## src/ypcb_pkg.sv

```systemverilog
// Types, constants and the arctangent table shared by the camera basis block.
package ypcb_pkg;

	// CORDIC datapath widths: Q1.30 vector with headroom, 32-bit phase in turns
	localparam int XW = 34;
	localparam int ZW = 32;
	localparam int ATAN_ENTRIES = 24;

	localparam logic signed [XW-1:0] CORDIC_X0   = XW'(652032874);
	localparam logic signed [15:0]   PITCH_LIMIT = 16'sd16169;

	// arctan(2^-i) in units of 2^-32 turn
	localparam logic [ZW-1:0] ATAN_TURNS [ATAN_ENTRIES] = '{
		32'h20000000, 32'h12E4051E, 32'h09FB385B, 32'h051111D4, 32'h028B0D43, 32'h0145D7E1,
		32'h00A2F61E, 32'h00517C55, 32'h0028BE53, 32'h00145F2F, 32'h000A2F98, 32'h000517CC,
		32'h00028BE6, 32'h000145F3, 32'h0000A2FA, 32'h0000517D, 32'h000028BE, 32'h0000145F,
		32'h00000A30, 32'h00000518, 32'h0000028C, 32'h00000146, 32'h000000A3, 32'h00000051
	};

	// configuration register indexes
	localparam logic [1:0] REG_EYE_OFFSET_X = 2'd0;
	localparam logic [1:0] REG_EYE_OFFSET_Y = 2'd1;
	localparam logic [1:0] REG_EYE_OFFSET_Z = 2'd2;

	// quadrant codes: top two bits of the phase
	localparam logic [1:0] QUAD_I   = 2'd0;
	localparam logic [1:0] QUAD_II  = 2'd1;
	localparam logic [1:0] QUAD_III = 2'd2;
	localparam logic [1:0] QUAD_IV  = 2'd3;

	typedef struct packed {
		logic signed [31:0] x;
		logic signed [31:0] y;
		logic signed [31:0] z;
	} vec3_t;

	typedef struct packed {
		logic signed [XW-1:0] x;
		logic signed [XW-1:0] y;
		logic signed [ZW-1:0] z;
	} rot_t;

	// what one cell of the rotation chain holds
	typedef struct packed {
		rot_t       yaw;
		rot_t       pitch;
		logic [1:0] yaw_quad;
		logic [1:0] pitch_quad;
		vec3_t      eye;
	} lane_t;

	typedef struct packed {
		logic signed [31:0] body_x;
		logic signed [31:0] body_y;
		logic signed [31:0] body_z;
		logic        [15:0] yaw_angle;
		logic signed [15:0] pitch_angle;
	} pose_t;

	typedef struct packed {
		logic signed [31:0] eye_x;
		logic signed [31:0] eye_y;
		logic signed [31:0] eye_z;
		logic signed [31:0] look_x;
		logic signed [31:0] look_y;
		logic signed [31:0] look_z;
		logic signed [15:0] up_x;
		logic signed [15:0] up_y;
		logic signed [15:0] up_z;
	} view_t;

endpackage

```

## src/ypcb_post.sv

```systemverilog
// Quadrant fold and Q1.14 rounding, basis products, then the eye/look sums.
module ypcb_post (
	input  logic            clk,
	input  logic            arst_n,
	input  logic            en,
	input  logic            valid_in,
	input  ypcb_pkg::lane_t lane_in,
	output logic            valid_s3,
	output ypcb_pkg::view_t res_s3
);
	import ypcb_pkg::*;

	localparam int VW = XW + 1;
	localparam logic signed [VW-1:0] Q14_ONE  = VW'(16384);
	localparam logic signed [VW-1:0] HALF_LSB = VW'(32768);

	// round half up from Q1.30 to Q1.14, clipped to plus/minus one
	function automatic logic signed [15:0] to_q14(input logic signed [VW-1:0] v);
		logic signed [VW-1:0] r;
		r = (v + HALF_LSB) >>> 16;
		if (r > Q14_ONE) begin
			r = Q14_ONE;
		end else if (r < -Q14_ONE) begin
			r = -Q14_ONE;
		end
		return 16'(r);
	endfunction

	// (cos, sin) from the first-quadrant vector and the quadrant code
	function automatic logic [31:0] fold(input rot_t r, input logic [1:0] quad);
		logic signed [VW-1:0] xe;
		logic signed [VW-1:0] ye;
		logic signed [VW-1:0] c;
		logic signed [VW-1:0] s;
		xe = VW'(r.x);
		ye = VW'(r.y);
		case (quad)
			QUAD_I: begin
				c = xe;
				s = ye;
			end
			QUAD_II: begin
				c = -ye;
				s = xe;
			end
			QUAD_III: begin
				c = -xe;
				s = -ye;
			end
			default: begin
				c = ye;
				s = -xe;
			end
		endcase
		return {to_q14(c), to_q14(s)};
	endfunction

	logic               valid_s1;
	logic signed [15:0] cy_s1, sy_s1, cp_s1, sp_s1;
	vec3_t              eye_s1;

	logic               valid_s2;
	logic signed [31:0] fx_prod_s2, fz_prod_s2, ux_prod_s2, uz_prod_s2;
	logic signed [15:0] cp_s2, sp_s2;
	vec3_t              eye_s2;

	logic signed [31:0] fx, fy, fz;
	view_t              res_d;

	always_ff @(posedge clk or negedge arst_n) begin
		if (!arst_n) begin
			valid_s1 <= 1'b0;
			valid_s2 <= 1'b0;
			valid_s3 <= 1'b0;
		end else if (en) begin
			valid_s1 <= valid_in;
			valid_s2 <= valid_s1;
			valid_s3 <= valid_s2;
		end
	end

	always_ff @(posedge clk) begin
		if (en) begin
			{cy_s1, sy_s1} <= fold(lane_in.yaw, lane_in.yaw_quad);
			{cp_s1, sp_s1} <= fold(lane_in.pitch, lane_in.pitch_quad);
			eye_s1         <= lane_in.eye;

			fx_prod_s2 <= 32'(cp_s1) * 32'(sy_s1);
			fz_prod_s2 <= 32'(cp_s1) * 32'(cy_s1);
			ux_prod_s2 <= 32'(sy_s1) * 32'(sp_s1);
			uz_prod_s2 <= 32'(cy_s1) * 32'(sp_s1);
			cp_s2      <= cp_s1;
			sp_s2      <= sp_s1;
			eye_s2     <= eye_s1;

			res_s3 <= res_d;
		end
	end

	always_comb begin
		fx = (fx_prod_s2 + 32'sd2048) >>> 12;
		fz = (fz_prod_s2 + 32'sd2048) >>> 12;
		fy = 32'(sp_s2) <<< 2;

		res_d.eye_x  = eye_s2.x;
		res_d.eye_y  = eye_s2.y;
		res_d.eye_z  = eye_s2.z;
		res_d.look_x = eye_s2.x + fx;
		res_d.look_y = eye_s2.y + fy;
		res_d.look_z = eye_s2.z + fz;
		res_d.up_x   = 16'((ux_prod_s2 + 32'sd8192) >>> 14);
		res_d.up_y   = -cp_s2;
		res_d.up_z   = 16'((uz_prod_s2 + 32'sd8192) >>> 14);
	end

endmodule
```

## config.mk

```make
export PLATFORM = sky130hd
export DESIGN_NAME = ypcb_post
export DESIGN_NICKNAME = d
export VERILOG_FILES = /design/src/ypcb_pkg.sv /design/src/ypcb_post.sv
export SDC_FILE = /design/constraint.sdc
export NUM_CORES = 2
export LEC_CHECK = 0
export BUFFER_PORTS_ARGS = -buffer_cell sky130_fd_sc_hd__buf_2
export CORE_MARGIN = 2
export CORE_UTILIZATION = 45
export CTS_BUF_LIST = sky130_fd_sc_hd__clkbuf_8 sky130_fd_sc_hd__clkbuf_16
export DETAILED_ROUTE_END_ITERATION = 16
export PLACE_DENSITY = 0.65
export SLEW_MARGIN = 10
export SYNTH_ARGS = -nofsm -noshare
export SYNTH_HDL_FRONTEND = slang
export SYNTH_SLANG_ARGS = --single-unit
```

## constraint.sdc

```tcl
create_clock -name clk -period 15.3 [get_ports clk]
set_input_delay 3.06 -clock clk [delete_from_list [all_inputs] [get_ports clk]]
set_output_delay 3.06 -clock clk [all_outputs]
set_load 0.01 [all_outputs]
```

* Word level (Yosys, flattened, before mapping)
Cells that the tools add are included.
** Storage, ports and cells
- Bits in registers :: 655
- Bits in latches :: 0
- Memory bits (writable) :: 0
- ROM bits :: 0
- Input port bits :: 304
- Output and inout port bits :: 241
- Logic and storage cells :: 82
- Memories :: 0
** Operators by class
- Add/sub/neg operators :: 16
- Multiply operators :: 4
- Div/mod/pow operators :: 0
- Order comparisons :: 8
- Equal/unequal tests :: 4
- Shift-type cells :: 0
- Multiplexer cells :: 12
- Bitwise gates (word level) :: 0
- Reduce and logical (&&, ||, !) cells :: 6
** Operator list (number)
- case mux 35 bit (3 select lines) :: 4
- adder 35 x 17 -> 35 bit, second input constant :: 4
- 2-to-1 mux 35 bit :: 4
- negator 34 -> 35 bit :: 4
- > comparator 19 x 16 -> 1 bit, second input constant :: 4
- < comparator 19 x 15 -> 1 bit, second input constant :: 4
- adder 32 x 13 -> 32 bit, second input constant :: 2
- adder 32 x 20 -> 32 bit :: 2
- multiplier 16 x 16 -> 32 bit :: 2
- 2-to-1 mux 16 bit :: 4
- adder 30 x 15 -> 30 bit, second input constant :: 2
- multiplier 16 x 16 -> 30 bit :: 2
- adder 32 x 18 -> 32 bit :: 1
- negator 16 bit :: 1
- OR reduction 2 bit :: 4
- equality test 2 x 1 -> 1 bit, second input constant :: 2
- equality test 2 bit, second input constant :: 2
- zero test 2 bit :: 2

* Logic depth before layout (Yosys ltp)
- Depth in word-level cells :: 6
- Mapped depth :: 27
- Gate-level depth less buffers :: 26

* Worst setup path after synthesis
No wires, ideal clock.
- Kind :: input-to-reg
- Start :: input lane_in[178] (netlist bit)
- End :: register sp_s1[1] (data pin)
- Setup time :: 0.266 ns
- Data arrival time :: 7.389 ns
- Required time :: 15.034 ns
- Slack :: 7.644 ns
- Stages :: 17
- Buffers on the path :: 2
- Cells stage by stage :: or4_4 -> or2_0 -> buf_2 -> buf_6 -> o41ai_1 -> o221ai_1 -> a21oi_1 -> ha_1 -> or4b_2 -> nor3_2 -> nand3b_2 -> or4_1 -> a32o_1 -> o21ai_1 -> nor4_2 -> a211oi_4 -> nor2_1
** Between the ends
- Word-level cells in the longest chain between the ends :: 6
- Elaborated cells between the ends (all ways) :: 7
- Those cells by class :: 2 x add/sub; 2 x order compare; 2 x mux; 1 x reduce/logical
** RTL lines
- from (decl) :: RTL line ypcb_post.sv:7 : input ypcb_pkg::lane_t lane_in,
- negator 34 -> 35 bit :: RTL line ypcb_post.sv:52 : s = -xe;
- case mux 35 bit (3 select lines) * :: RTL line ypcb_post.sv:37 : case (quad)
- 2-to-1 mux 35 bit * :: RTL line ypcb_post.sv:83 : if (en) begin
- adder 35 x 17 -> 35 bit * :: RTL line ypcb_post.sv:20 : r = (v + HALF_LSB) >>> 16;
- > comparator 19 x 16 -> 1 bit / < comparator 19 x 15 -> 1 bit (equally long branches) :: RTL line ypcb_post.sv:21, ypcb_post.sv:23
- OR reduction 2 bit (no line)
- to (signal assigned) :: RTL line ypcb_post.sv:85 : {cp_s1, sp_s1} <= fold(lane_in.pitch, lane_in.pitch_quad);
- to (decl) :: RTL line ypcb_post.sv:59 : logic signed [15:0] cy_s1, sy_s1, cp_s1, sp_s1;
Mark *: on every way between the ends. The rest lies on a longest branch, timed or not. The select of a mux whose other input is x is not followed.
A chain may end at the register's enable or synchronous reset.

* Worst setup path in the final report
- Start :: input lane_in[178] (netlist bit)
- End :: register sp_s1[0] (data pin)
The elaborated chain is that of the path after synthesis.

==> impl_metrics.toml <==
[run_status]
status = "finished, final reports clean"

[floorplan]
num_io_pins = 545
core_um2 = 150000
die_w_um = 392
std_cell_rows = 142
die_h_um = 392
start_util = 0.453
dieArea_um2 = 154000

[yosys]
synth_edf_count = 602
ys_seq_elements = 605
syn_area_per_cell_um2 = 10.4
synth_cell_types = 116
yosysSeqAreaShare = 0.268
syn_nets = 8277
ys.flop_type = "edfxtp_1"
synth_area_um2 = 67800
yosysWarnings = 0
async_reset_ff_frac = 0.00496
synthCells = 6544

[setup_path]
crit_arrival_ps = 8400
critPathLaunchType = "input pin"
worst-path-buf-inv = 1
crit_fanout = 16
critPathLaunch = "lane_in[178]"
end_kind = "flop"
r2r_setup_slack_ps = 7460
crit_type = "in -> reg"
crit_path_max_incr_delay_ps = 610
cp.required_ps = 15730
crit_chain = "buf_2 > or4_4 > or2_0 > o41ai_1 > o221ai_1 > a21oi_1 > ha_1 > or4b_2 > nor3_2 > nand3b_2 > nor3_1 > or3b_1 > nand3b_1 > o31ai_2 > a211oi_4 > nor2_1"
cp_slowest_cell = "o41ai_1"
worstReg2RegStart = "cp_s1[4]"
cpLargestDelayFamily = "simple AND/OR/NAND/NOR gates"

[global_route]
grt_pass1_vias = 49900
grt_first_pass_wirelength_um = 264000
grt_use_total = 0.216
antenna_found_initial = 6
grt_max_degree = 166
grt_overflow_total = 0

[min_path]
min-delay-start = "eye_s1[88]"
min-delay-path-class = "reg -> reg"

[placement]
postPlaceCellArea_um2 = 72300
portBuffers = 480
routabilityCongestion = 0.891
hpwlAfterDp_um = 120000

[run]
drv_cap = 0

[clock_network]
post_cts_resized = 0
cts-buffers-inserted = 72
post_cts_buffers = 0
ctsHoldBuffers = 0
root_buffer = "clkbuf_16"
htree_num_levels = 3
ctsLongestPathBuffers = 3
numClockSinks = 605
clk_latency_ps = 690
clk_pin_slew_worst_paths_ps = 60
cts_tree = "yes"

[timing]
setup_tns_ps = 0
period_needed_ps = 7960
worst_slew_pin_slew_ps = 965
timing.final.setup_violations = 0
finalHoldViolations = 0
slew_violations = 0
skew_ps = 50.1
rsz0062_at_grt = "false"
fmax_mhz = 126
slew_headroom = 0.354
fin_crit_sh = 0.520

[cells_and_area]
stdcell_area_um2 = 74800
syn2layout_area_growth_pct = 10.2
fin_nets = 8639
drive_gt1_frac = 0.112

[drt]
wire_per_inst_um = 18.2
wl_um = 164000
drt_first_pass_iters = 6
via_count = 47500
route.detailed.drc = 0
vias_per_cell = 5.29
postRouteAntennaNets = 0
drt_iter0_drc = 2606
worst paths after layout:
path | depth (start not counted) | endpoint
max | 16 | sp_s1[0]
max reg2reg | 25 | fz_prod_s2[31]
min | 0 | eye_s2[88]
min reg2reg | 0 | eye_s2[88]
min in group asynchronous | 1 | valid_s2
max in group asynchronous | 1 | valid_s1
layout by cell type (no fill, tap or decap), types with 115 or more instances in the layout:
| cell type | n |
|---|---|
| nor2_1 | 293 |
| edfxtp_1 | 602 |
| a21oi_1 | 115 |
| fa_1 | 1019 |
| xnor2_1 | 250 |
| nand2_1 | 640 |
| buf_2 | 479 |
| and2_1 | 502 |
| inv_1 | 1221 |
| ha_1 | 410 |
synth_stat cells, drive strengths merged (12+ instances only):
| master | count | area (µm²) |
|---|---|---|
| mux2i | 33 | 330 |
| nand4 | 47 | 300 |
| nor4 | 46 | 355 |
| or3 | 37 | 231 |
| a311oi | 14 | 129 |
| nor2b | 25 | 156 |
| o31ai | 22 | 170 |
| nor3b | 12 | 106 |
| a211oi | 21 | 175 |
| nor3 | 116 | 607 |
| a21o | 60 | 450 |
| mux4 | 25 | 567 |
| nor2 | 304 | 1170 |
| xnor2 | 250 | 2190 |
| o211ai | 33 | 253 |
| a21oi | 118 | 609 |
| edfxtp | 602 | 18100 |
| mux2 | 13 | 150 |
| or2 | 16 | 100 |
| or4 | 21 | 173 |
| o21a | 42 | 315 |
| xor2 | 78 | 683 |
| nand3 | 104 | 526 |
| and4 | 15 | 131 |
| a31oi | 33 | 206 |
| nand2 | 641 | 2410 |
| nand2b | 56 | 350 |
| buf | 28 | 158 |
| o22ai | 16 | 100 |
| o21ai | 113 | 573 |
| clkbuf | 246 | 923 |
| ha | 410 | 5130 |
| inv | 1209 | 4540 |
| fa | 1019 | 20400 |
| and3 | 35 | 219 |
| and2 | 502 | 3140 |
| o21bai | 14 | 116 |
sequential cells by signal, summed over array words and instances, names as in the netlist, 17 cells and up:
register and cells:
eye_s1 96, eye_s2 96, uz_prod_s2 17, fz_prod_s2 21
res_s3 238, ux_prod_s2 17, fx_prod_s2 21
metrics by stage:
step | util | setup slack, ps | std cells | hold slack, ps
after floorplan | - | 7640 | 6544 | 400
after global placement | 0.483 | 6730 | 8848 | 401
after detailed placement | 0.483 | 6700 | 8848 | 405
after CTS | 0.499 | 7370 | 8978 | 416
after global routing | 0.499 | 6930 | 8978 | 423
final | 0.499 | 7340 | 8979 | 417
worst reg2reg max path, delay by kind of cell, from the launching register on:
family	cells	cell delay [ps]
adder cells (fa/ha/maj)	7	3130
AO/OA/AOI/OAI	9	2940
AND/OR/NAND/NOR	3	550
buffers and inverters	5	500
flip-flops	1	360
XOR/XNOR	1	70
final cells by class:
| type | instances | area [µm²] |
|---|---|---|
| repair buffers | 562 | 3050 |
| fillers | 13600 | 75000 |
| clock buffers | 73 | 1830 |
| inverters | 1211 | 4550 |
| well taps | 2016 | 2520 |
| flip-flops and latches | 605 | 18200 |
| diodes | 1 | 2.50 |
| clock inverters | 57 | 596 |
| multi-input cells | 4454 | 44100 |
cell families (layout without fill, tap and decap cells):
| family | after synthesis | in the layout | synth area share |
|---|---|---|---|
| AND/OR/NAND/NOR | 2004 | 2004 | 0.151 |
| buffers and inverters | 1485 | 1903 | 0.0829 |
| adder cells (fa/ha/maj) | 1429 | 1429 | 0.376 |
| AO/OA/AOI/OAI | 622 | 622 | 0.0643 |
| flip-flops | 605 | 605 | 0.268 |
| XOR/XNOR | 328 | 328 | 0.0423 |
| multiplexers | 71 | 71 | 0.0154 |
| other | 0 | 1 | 0 |
per-layer routing:
metal	track usage	up-vias	wire, µm
met5	0	-	19
met4	0.0571	2	3750
met3	0.0322	253	11400
met2	0.368	1581	79200
met1	0.289	23900	69200
li1	-	21800	-
Power is left out: the tool's default activity adds up to more than one toggle a clock period on the data nets, which glitch-free logic cannot reach.
